[src/rtl/core/crc_framed_packet_receiver_top_assert.svh]
// Assertion macros for the framed packet receiver top level.
// Included by crc_framed_packet_receiver_top.sv; needs nothing else.
`ifndef CRC_FRAMED_PACKET_RECEIVER_TOP_ASSERT_SVH
`define CRC_FRAMED_PACKET_RECEIVER_TOP_ASSERT_SVH

// Same-cycle implication, checked outside reset
`define CFPR_ASSERT_IMPL(label, clk, rst, ante, cons) \
   label: assert property (@(posedge clk) disable iff (rst) (ante) |-> (cons)) \
      else $error("cfpr assertion failed: same-cycle check");

// Next-cycle implication, checked outside reset
`define CFPR_ASSERT_NEXT(label, clk, rst, ante, cons) \
   label: assert property (@(posedge clk) disable iff (rst) (ante) |=> (cons)) \
      else $error("cfpr assertion failed: next-cycle check");

`endif

[src/rtl/core/cfpr_pkg.sv]
// Shared types, constants and the CRC byte update for the framed packet receiver.
// No dependencies.
package cfpr_pkg;

   // Frame sync pattern bytes
   localparam logic [7:0]  HDR_A             = 8'hAA;
   localparam logic [7:0]  HDR_B             = 8'h55;
   // CRC-16/CCITT-FALSE
   localparam logic [15:0] CRC_POLY          = 16'h1021;
   localparam logic [15:0] CRC_INIT          = 16'hFFFF;
   localparam logic [15:0] CRC_TOP           = 16'h8000;
   localparam logic [7:0]  MAX_PAYLOAD_RESET = 8'd250;

   // Receiver phase
   typedef enum logic [1:0] {
      PH_HUNT    = 2'd0,
      PH_INFO    = 2'd1,
      PH_PAYLOAD = 2'd2,
      PH_CRC     = 2'd3
   } phase_type;

   // Result kind
   typedef enum logic [1:0] {
      KIND_DATA     = 2'd0,
      KIND_GOOD     = 2'd1,
      KIND_BAD      = 2'd2,
      KIND_OVERSIZE = 2'd3
   } kind_type;

   // Info byte position
   localparam logic [1:0] INFO_TYPE = 2'd0;
   localparam logic [1:0] INFO_SEQ  = 2'd1;
   localparam logic [1:0] INFO_LEN  = 2'd2;

   typedef struct packed {
      kind_type   kind;
      logic [7:0] data_byte;
      logic [7:0] frame_type;
      logic [7:0] frame_seq;
      logic [7:0] payload_len;
      logic [7:0] byte_index;
   } result_type;

   typedef struct packed {
      logic [1:0] count;  // words held in the result queue
      logic       space;  // a word may be pushed this cycle
   } queue_status_type;

   // One byte into the CRC, MSB first, eight shift steps
   function automatic logic [15:0] crc_feed(input logic [15:0] crc, input logic [7:0] b);
      logic [15:0] c;
      c = crc ^ {b, 8'h00};
      for (int k = 0; k < 8; k++) begin
         if ((c & CRC_TOP) != 16'h0000) begin
            c = {c[14:0], 1'b0} ^ CRC_POLY;
         end else begin
            c = {c[14:0], 1'b0};
         end
      end
      return c;
   endfunction

   // CRC after the four sync bytes, worked out at elaboration
   localparam logic [15:0] CRC_HDR =
      crc_feed(crc_feed(crc_feed(crc_feed(CRC_INIT, HDR_A), HDR_A), HDR_B), HDR_B);

endpackage

[src/rtl/core/crc_framed_packet_receiver_top.sv]
// Top level of the framed packet receiver: input register, max_payload register,
// parser and result queue. Depends on cfpr_pkg, cfpr_rx_parse, cfpr_rsp_fifo.
//
//   port group  dir  handshake            word
//   req_        in   req_valid/req_ready  rx_byte
//   rsp_        out  rsp_valid/rsp_ready  kind, data_byte, frame_type, frame_seq,
//                                         payload_len, byte_index
//   csr_        in   csr_valid/csr_ready  max_payload
//
// One byte per cycle sustained while the queue has room; results are registered in the queue.
// The input register feeds the parser, which writes a two-word result queue.
// The input stage holds its byte only while the queue is full and rsp_ready is low.
// Synchronous reset returns to sync hunt with max_payload at 250; csr_ready is always high.
module crc_framed_packet_receiver_top (
   input  logic       clock,
   input  logic       reset,
   input  logic       req_valid,
   output logic       req_ready,
   input  logic [7:0] req_rx_byte,
   output logic       rsp_valid,
   input  logic       rsp_ready,
   output logic [1:0] rsp_kind,
   output logic [7:0] rsp_data_byte,
   output logic [7:0] rsp_frame_type,
   output logic [7:0] rsp_frame_seq,
   output logic [7:0] rsp_payload_len,
   output logic [7:0] rsp_byte_index,
   input  logic       csr_valid,
   output logic       csr_ready,
   input  logic [7:0] csr_max_payload
);

   logic       in_valid_ff, in_valid_in;
   logic [7:0] in_byte_ff, in_byte_in;
   logic [7:0] max_payload_ff, max_payload_in;
   logic       in_go;
   logic       req_take;
   logic       res_valid;

   cfpr_pkg::result_type       res;
   cfpr_pkg::result_type       out_word;
   cfpr_pkg::queue_status_type q_status;

   assign csr_ready = 1'b1;
   assign in_go     = in_valid_ff && q_status.space;
   assign req_ready = !in_valid_ff || in_go;
   assign req_take  = req_valid && req_ready;

   // Input register and max_payload register
   always_comb begin
      in_valid_in    = req_take ? 1'b1 : (in_go ? 1'b0 : in_valid_ff);
      in_byte_in     = req_take ? req_rx_byte : in_byte_ff;
      max_payload_in = (csr_valid && csr_ready) ? csr_max_payload : max_payload_ff;
   end

   always_ff @(posedge clock) begin
      if (reset) begin
         in_valid_ff    <= 1'b0;
         max_payload_ff <= cfpr_pkg::MAX_PAYLOAD_RESET;
      end else begin
         in_valid_ff    <= in_valid_in;
         max_payload_ff <= max_payload_in;
      end
   end

   always_ff @(posedge clock) begin
      in_byte_ff <= in_byte_in;
   end

   cfpr_rx_parse u_parse (
      .clock       (clock),
      .reset       (reset),
      .in_go       (in_go),
      .in_byte     (in_byte_ff),
      .max_payload (max_payload_ff),
      .res_valid   (res_valid),
      .res         (res)
   );

   cfpr_rsp_fifo u_fifo (
      .clock     (clock),
      .reset     (reset),
      .push      (res_valid),
      .push_word (res),
      .pop_ready (rsp_ready),
      .out_valid (rsp_valid),
      .out_word  (out_word),
      .status    (q_status)
   );

   // Result word onto the ports
   assign rsp_kind        = out_word.kind;
   assign rsp_data_byte   = out_word.data_byte;
   assign rsp_frame_type  = out_word.frame_type;
   assign rsp_frame_seq   = out_word.frame_seq;
   assign rsp_payload_len = out_word.payload_len;
   assign rsp_byte_index  = out_word.byte_index;

   // Checks
   `include "crc_framed_packet_receiver_top_assert.svh"

   `CFPR_ASSERT_IMPL(a_queue_bound, clock, reset, 1'b1, q_status.count != 2'd3)
   `CFPR_ASSERT_NEXT(a_in_hold, clock, reset, in_valid_ff && !q_status.space, in_valid_ff && $stable(in_byte_ff))
   `CFPR_ASSERT_IMPL(a_status_zero, clock, reset, rsp_valid && rsp_kind != cfpr_pkg::KIND_DATA, rsp_data_byte == 8'd0 && rsp_byte_index == 8'd0)
   `CFPR_ASSERT_IMPL(a_no_push_full, clock, reset, res_valid && q_status.count == 2'd2, rsp_ready)

endmodule

[src/rtl/core/cfpr_rx_parse.sv]
// Frame parser: sync hunt, info bytes, payload streaming and CRC check.
// Depends on cfpr_pkg.
module cfpr_rx_parse (
   input  logic                 clock,
   input  logic                 reset,
   input  logic                 in_go,
   input  logic [7:0]           in_byte,
   input  logic [7:0]           max_payload,
   output logic                 res_valid,
   output cfpr_pkg::result_type res
);

   cfpr_pkg::phase_type phase_ff, phase_in;
   logic [1:0]  hdr_cnt_ff, hdr_cnt_in;
   logic [1:0]  info_idx_ff, info_idx_in;
   logic [7:0]  type_ff, type_in;
   logic [7:0]  seq_ff, seq_in;
   logic [7:0]  len_ff, len_in;
   logic [7:0]  count_ff, count_in;
   logic [7:0]  crc_low_ff, crc_low_in;
   logic        low_seen_ff, low_seen_in;
   logic [15:0] crc_ff, crc_in;

   logic [7:0]  count_inc;
   logic [15:0] crc_byte;
   logic        len_over;

   assign count_inc = count_ff + 8'd1;
   assign crc_byte  = cfpr_pkg::crc_feed(crc_ff, in_byte);
   assign len_over  = in_byte > max_payload;

   // Next phase
   always_comb begin
      phase_in = phase_ff;
      if (in_go) begin
         case (phase_ff)
            cfpr_pkg::PH_HUNT: begin
               if (hdr_cnt_ff == 2'd3 && in_byte == cfpr_pkg::HDR_B) begin
                  phase_in = cfpr_pkg::PH_INFO;
               end
            end
            cfpr_pkg::PH_INFO: begin
               if (info_idx_ff != cfpr_pkg::INFO_TYPE && info_idx_ff != cfpr_pkg::INFO_SEQ) begin
                  if (len_over) begin
                     phase_in = cfpr_pkg::PH_HUNT;
                  end else if (in_byte == 8'd0) begin
                     phase_in = cfpr_pkg::PH_CRC;
                  end else begin
                     phase_in = cfpr_pkg::PH_PAYLOAD;
                  end
               end
            end
            cfpr_pkg::PH_PAYLOAD: begin
               if (count_inc >= len_ff) begin
                  phase_in = cfpr_pkg::PH_CRC;
               end
            end
            cfpr_pkg::PH_CRC: begin
               if (low_seen_ff) begin
                  phase_in = cfpr_pkg::PH_HUNT;
               end
            end
            default: phase_in = cfpr_pkg::PH_HUNT;
         endcase
      end
   end

   // Frame registers and result word
   always_comb begin
      hdr_cnt_in  = hdr_cnt_ff;
      info_idx_in = info_idx_ff;
      type_in     = type_ff;
      seq_in      = seq_ff;
      len_in      = len_ff;
      count_in    = count_ff;
      crc_low_in  = crc_low_ff;
      low_seen_in = low_seen_ff;
      crc_in      = crc_ff;
      res_valid   = 1'b0;
      res.kind        = cfpr_pkg::KIND_DATA;
      res.data_byte   = 8'd0;
      res.frame_type  = type_ff;
      res.frame_seq   = seq_ff;
      res.payload_len = len_ff;
      res.byte_index  = 8'd0;
      if (in_go) begin
         case (phase_ff)
            cfpr_pkg::PH_HUNT: begin
               // a byte that breaks the match restarts on AA
               if (hdr_cnt_ff == 2'd0 && in_byte == cfpr_pkg::HDR_A) begin
                  hdr_cnt_in = 2'd1;
               end else if (hdr_cnt_ff == 2'd1 && in_byte == cfpr_pkg::HDR_A) begin
                  hdr_cnt_in = 2'd2;
               end else if (hdr_cnt_ff == 2'd2 && in_byte == cfpr_pkg::HDR_B) begin
                  hdr_cnt_in = 2'd3;
               end else if (hdr_cnt_ff == 2'd3 && in_byte == cfpr_pkg::HDR_B) begin
                  info_idx_in = cfpr_pkg::INFO_TYPE;
                  crc_in      = cfpr_pkg::CRC_HDR;
               end else begin
                  hdr_cnt_in = (in_byte == cfpr_pkg::HDR_A) ? 2'd1 : 2'd0;
               end
            end
            cfpr_pkg::PH_INFO: begin
               // info bytes go into the CRC as they arrive
               if (info_idx_ff == cfpr_pkg::INFO_TYPE) begin
                  type_in     = in_byte;
                  info_idx_in = cfpr_pkg::INFO_SEQ;
                  crc_in      = crc_byte;
               end else if (info_idx_ff == cfpr_pkg::INFO_SEQ) begin
                  seq_in      = in_byte;
                  info_idx_in = cfpr_pkg::INFO_LEN;
                  crc_in      = crc_byte;
               end else if (len_over) begin
                  res_valid       = 1'b1;
                  res.kind        = cfpr_pkg::KIND_OVERSIZE;
                  res.payload_len = in_byte;
                  hdr_cnt_in  = 2'd0;
                  info_idx_in = cfpr_pkg::INFO_TYPE;
                  type_in     = 8'd0;
                  seq_in      = 8'd0;
                  len_in      = 8'd0;
                  count_in    = 8'd0;
                  crc_low_in  = 8'd0;
                  low_seen_in = 1'b0;
                  crc_in      = cfpr_pkg::CRC_INIT;
               end else begin
                  len_in      = in_byte;
                  count_in    = 8'd0;
                  crc_low_in  = 8'd0;
                  low_seen_in = 1'b0;
                  crc_in      = crc_byte;
               end
            end
            cfpr_pkg::PH_PAYLOAD: begin
               res_valid      = 1'b1;
               res.data_byte  = in_byte;
               res.byte_index = count_ff;
               crc_in         = crc_byte;
               count_in       = count_inc;
            end
            cfpr_pkg::PH_CRC: begin
               // CRC arrives low byte first
               if (!low_seen_ff) begin
                  crc_low_in  = in_byte;
                  low_seen_in = 1'b1;
               end else begin
                  res_valid = 1'b1;
                  res.kind  = ({in_byte, crc_low_ff} == crc_ff) ?
                              cfpr_pkg::KIND_GOOD : cfpr_pkg::KIND_BAD;
                  hdr_cnt_in  = 2'd0;
                  info_idx_in = cfpr_pkg::INFO_TYPE;
                  type_in     = 8'd0;
                  seq_in      = 8'd0;
                  len_in      = 8'd0;
                  count_in    = 8'd0;
                  crc_low_in  = 8'd0;
                  low_seen_in = 1'b0;
                  crc_in      = cfpr_pkg::CRC_INIT;
               end
            end
            default: begin
               hdr_cnt_in = 2'd0;
            end
         endcase
      end
   end

   // State registers
   always_ff @(posedge clock) begin
      if (reset) begin
         phase_ff    <= cfpr_pkg::PH_HUNT;
         hdr_cnt_ff  <= 2'd0;
         info_idx_ff <= cfpr_pkg::INFO_TYPE;
         type_ff     <= 8'd0;
         seq_ff      <= 8'd0;
         len_ff      <= 8'd0;
         count_ff    <= 8'd0;
         crc_low_ff  <= 8'd0;
         low_seen_ff <= 1'b0;
         crc_ff      <= cfpr_pkg::CRC_INIT;
      end else begin
         phase_ff    <= phase_in;
         hdr_cnt_ff  <= hdr_cnt_in;
         info_idx_ff <= info_idx_in;
         type_ff     <= type_in;
         seq_ff      <= seq_in;
         len_ff      <= len_in;
         count_ff    <= count_in;
         crc_low_ff  <= crc_low_in;
         low_seen_ff <= low_seen_in;
         crc_ff      <= crc_in;
      end
   end

endmodule

[src/rtl/core/cfpr_rsp_fifo.sv]
// Two-word result queue: registers results and decouples the output stall.
// Depends on cfpr_pkg.
module cfpr_rsp_fifo (
   input  logic                       clock,
   input  logic                       reset,
   input  logic                       push,
   input  cfpr_pkg::result_type       push_word,
   input  logic                       pop_ready,
   output logic                       out_valid,
   output cfpr_pkg::result_type       out_word,
   output cfpr_pkg::queue_status_type status
);

   cfpr_pkg::result_type mem_ff [2];
   logic       wr_ptr_ff, wr_ptr_in;
   logic       rd_ptr_ff, rd_ptr_in;
   logic [1:0] count_ff, count_in;
   logic       pop;

   assign out_valid    = count_ff != 2'd0;
   assign out_word     = mem_ff[rd_ptr_ff];
   assign pop          = out_valid && pop_ready;
   assign status.count = count_ff;
   // full queue still takes a word when the head leaves this cycle
   assign status.space = (count_ff != 2'd2) || pop_ready;

   // Pointer and fill update
   always_comb begin
      wr_ptr_in = push ? ~wr_ptr_ff : wr_ptr_ff;
      rd_ptr_in = pop  ? ~rd_ptr_ff : rd_ptr_ff;
      count_in  = count_ff + {1'b0, push} - {1'b0, pop};
   end

   always_ff @(posedge clock) begin
      if (reset) begin
         wr_ptr_ff <= 1'b0;
         rd_ptr_ff <= 1'b0;
         count_ff  <= 2'd0;
      end else begin
         wr_ptr_ff <= wr_ptr_in;
         rd_ptr_ff <= rd_ptr_in;
         count_ff  <= count_in;
      end
   end

   // Storage words, no reset
   always_ff @(posedge clock) begin
      if (push) begin
         mem_ff[wr_ptr_ff] <= push_word;
      end
   end

endmodule

[config.mk]
export PLATFORM = sky130hd
export DESIGN_NAME = crc_framed_packet_receiver_top
export DESIGN_NICKNAME = d
export VERILOG_FILES = /design/src/rtl/core/cfpr_pkg.sv /design/src/rtl/core/crc_framed_packet_receiver_top.sv /design/src/rtl/core/cfpr_rx_parse.sv /design/src/rtl/core/cfpr_rsp_fifo.sv
export VERILOG_INCLUDE_DIRS = /design/src /design/src/rtl/core
export SDC_FILE = /design/constraint.sdc
export NUM_CORES = 1
export LEC_CHECK = 0
export BUFFER_PORTS_ARGS = -buffer_cell sky130_fd_sc_hd__buf_2
export CAP_MARGIN = 15
export CORE_ASPECT_RATIO = 0.7
export CORE_MARGIN = 2
export CORE_UTILIZATION = 35
export DETAILED_ROUTE_END_ITERATION = 8
export HOLD_SLACK_MARGIN = 0.12
export MAX_ROUTING_LAYER = met4
export SYNTH_ARGS = -nofsm -noshare
export SYNTH_HDL_FRONTEND = slang
export SYNTH_SLANG_ARGS = --single-unit
export TNS_END_PERCENT = 1
[constraint.sdc]
create_clock -name clock -period 16.2 [get_ports clock]
set_input_delay 2.43 -clock clock [delete_from_list [all_inputs] [get_ports clock]]
set_output_delay 2.43 -clock clock [all_outputs]
set_load 0.01 [all_outputs]
==> metrics <==
status finished, final reports clean; cell area after synthesis 0.00754 sq mm; Final Slew Violations 0; Synth top cells by count 92 x edfxtp_1, 78 x nand2_1, 77 x dfxtp_1; Max-Cap Viols 0; Final Hold Fails 0; Die Ht roughly 130 microns; slowest CP cell nor3b_1; Buf+Inv Stages, Crit Path 2; core area 0.0209 sq mm; Hold WS 0.455 ns; worst-path fanout max 3; post_cts resized 0; Most used DFF post-synth edfxtp_1; vias in the first global route 4840; Routed Antenna Nets 0; chip width about 180 microns; CP cell instances buf_2 -> nor3b_1 -> nand2_1 -> buf_2; clock sink count 169; Inst Count DP 963; final WL 16800 microns; RSZ-0062 raised after global routing false; Leakage between 0.003 and 0.004 uW; final core utilization 41.5%; Hold/Removal Path Class reg2reg; pin count of the biggest net entering global routing 52; fmax 180 MHz; Peak supply drop 0.0000724 V; post-synth top area cell edfxtp_1; DRT Pass-1 Iters 5; CP max stage delay around 0.33 ns; worst setup margin 10.64 ns; Syn Inst Count around 660; Crit. End Element output port; period utilisation layout 34.3%; # rows 44; sequential fraction of the synthesis area 57.1%; count of cell types in the netlist 62; synth top area cells edfxtp_1 37%, dfxtp_1 20%, mux2_2 7.3%, nand2_1 3.9%, ha_1 3.2%; TritonCTS clock tree done; CP required 13.77 ns; dpl ws 10.63 ns; slew at the pin with the worst max-slew slack 1.05 ns; clock skew 0.0137 ns; Critical Path AT 3.13 ns; Syn Nets 702; asr flop ratio synth 0%; layout cells sized above 1 between 20% and 30%; #FFs+latches synth 169; Initial DRC Count just over 400; cts hold-fix bufs 0; CP Launch Type input port; first-pass GRT wire length 27200 microns; clock tree root driver cell clkbuf_16; drt wl/cell 16.8 microns; routability cong. 0.813; Setup Viol. Count Final 0; Fin Setup TNS 0 ns; total die area 0.0228 sq mm; clock buffer depth 2; fin crit period 5.56 ns; antenna violations before repair 0; IO Pins 66; gr ovfl total 0; Initial Util 36.1%; Finished Layout Cells 998; most numerous cell on the critical path buf_2; area grow syn2layout 15.2%; clock slew at reported path FFs 0.07 ns; Buffers on Ports 64; DRC 0; pwr dens 105 mW/mm^2; diode count 0; H-tree lvl count 4; global-route usage over all layers 15.8%; YS warnings 0; post-CTS setup buffer count 0; top-count cell post-synth edfxtp_1; final net count 749; Clk Latency, worst-skew pair 0.44 ns; vias per cell about 5; top cell type's share of synthesized area a little over a third; Synth Area per Inst 11.4 sq um; Post-synth EDFFs approximately 90; kind of cell adding the most delay to the critical path simple AND/OR/NAND/NOR gates; vias a little over 5k; Rel. slew slack ~30%; CTS buffer count 17; DPL Wire Length 10800 microns; critical path class in2out
-- placed cells by master (no fill, tap or decap), drive strengths merged, types with 3 or more instances in the layout --
master    n
and3      4
clkinv    7
mux2i     4
ha       19
and2     18
mux2     50
buf      71
inv      28
dfxtp    77
or3       4
xnor2    26
or2       7
nor2     22
nor3b     3
nand3    20
edfxtp   92
a22oi     5
o311a     3
o21ai    27
a31oi     5
o211ai   14
nand2b    3
a21oi    36
a221oi    3
clkbuf   18
nor2b     3
nand2    78
nor4      6
xor2     15
nand4    17
nor3     10
or4       3
o2bb2ai   3
-- worst register-to-register path: stages, from the launching register on --
cell,delay (ns)
edfxtp_1,0.71
inv_1,0.19
ha_1,0.33
nand4_1,0.13
or3_1,0.35
and3_1,0.21
nor2_2,0.33
o21ai_0,0.22
nand3_1,0.14
ha_1,0.23
inv_1,0.06
ha_1,0.14
xor2_1,0.17
xnor2_1,0.13
nor2_1,0.05
-- metrics by stage --
stage,power [uW],instance area (sq um)
final,912,8690
after global routing,945,8690
after CTS,920,8650
after detailed placement,516,8050
after global placement,516,8050
after floorplan,500,7540
-- flip-flops by register name, indices dropped and copies added (netlist names), named ones only --
register and flops:
u_fifo.mem_ff 84, u_parse.crc_ff 16, in_byte_ff 8, max_payload_ff 8, u_parse.count_ff 8, u_parse.crc_low_ff 8, u_parse.len_ff 8, u_parse.seq_ff 8
u_parse.type_ff 8, u_fifo.count_ff 2, u_parse.hdr_cnt_ff 2, u_parse.info_idx_ff 2, in_valid_ff 1, u_fifo.rd_ptr_ff 1, u_fifo.wr_ptr_ff 1, u_parse.low_seen_ff 1
u_parse.phase_ff 1
-- cell type report --
type,instances,area (sq um)
Sequential cell,169,4310
Clock buffer,17,425
Clock inverter,15,178
Fill cell,2015,12200
Inverter,21,78.8
Tap cell,276,345
Timing Repair Buffer,72,394
Multi-Input combinational cell,428,2960
-- logic make-up (layout without fill, tap and decap cells) --
| logic type | count (synthesis) | in the layout | synth area share [%] |
|---|---|---|---|
| multiplexers | 54 | 54 | 7.99 |
| XOR/XNOR | 41 | 41 | 4.76 |
| adder cells (fa/ha/maj) | 19 | 19 | 3.15 |
| buffers and inverters | 65 | 125 | 3.73 |
| flip-flops | 169 | 169 | 57.1 |
| AO/OA/AOI/OAI | 109 | 109 | 9.57 |
| AND/OR/NAND/NOR | 204 | 204 | 13.7 |
| other | 1 | 1 | 0.0497 |
-- final timing paths --
kind	to	startpoint	cells past startpoint	slack [ns]
setup / recovery	req_ready	rsp_ready	4	10.64
setup reg to reg	u_fifo.count_ff[1]	in_byte_ff[0]	14	12.67
hold / removal	u_fifo.mem_ff[1][31]	u_parse.type_ff[7]	0	0.46
hold reg to reg	u_fifo.mem_ff[1][31]	u_parse.type_ff[7]	0	0.46
-- per-layer routing --
metal | up-vias | wire length, microns | part of all wire, % | GRT usage (%)
met5 | - | 0 | 0 | -
met4 | 0 | 168 | 1.0 | 4.64
met3 | 13 | 844 | 5.0 | 3.53
met2 | 136 | 6900 | 41 | 21.8
met1 | 2417 | 8900 | 53 | 23.1
li1 | 2489 | - | - | -
-- power by group --
group / switching (uW) / internal, uW
Sequential: 12.5 / 451
Clock: 197 / 209
Combinational: 23.7 / 18.4
Total: 233 / 678
(Power assumes the default switching activity.)
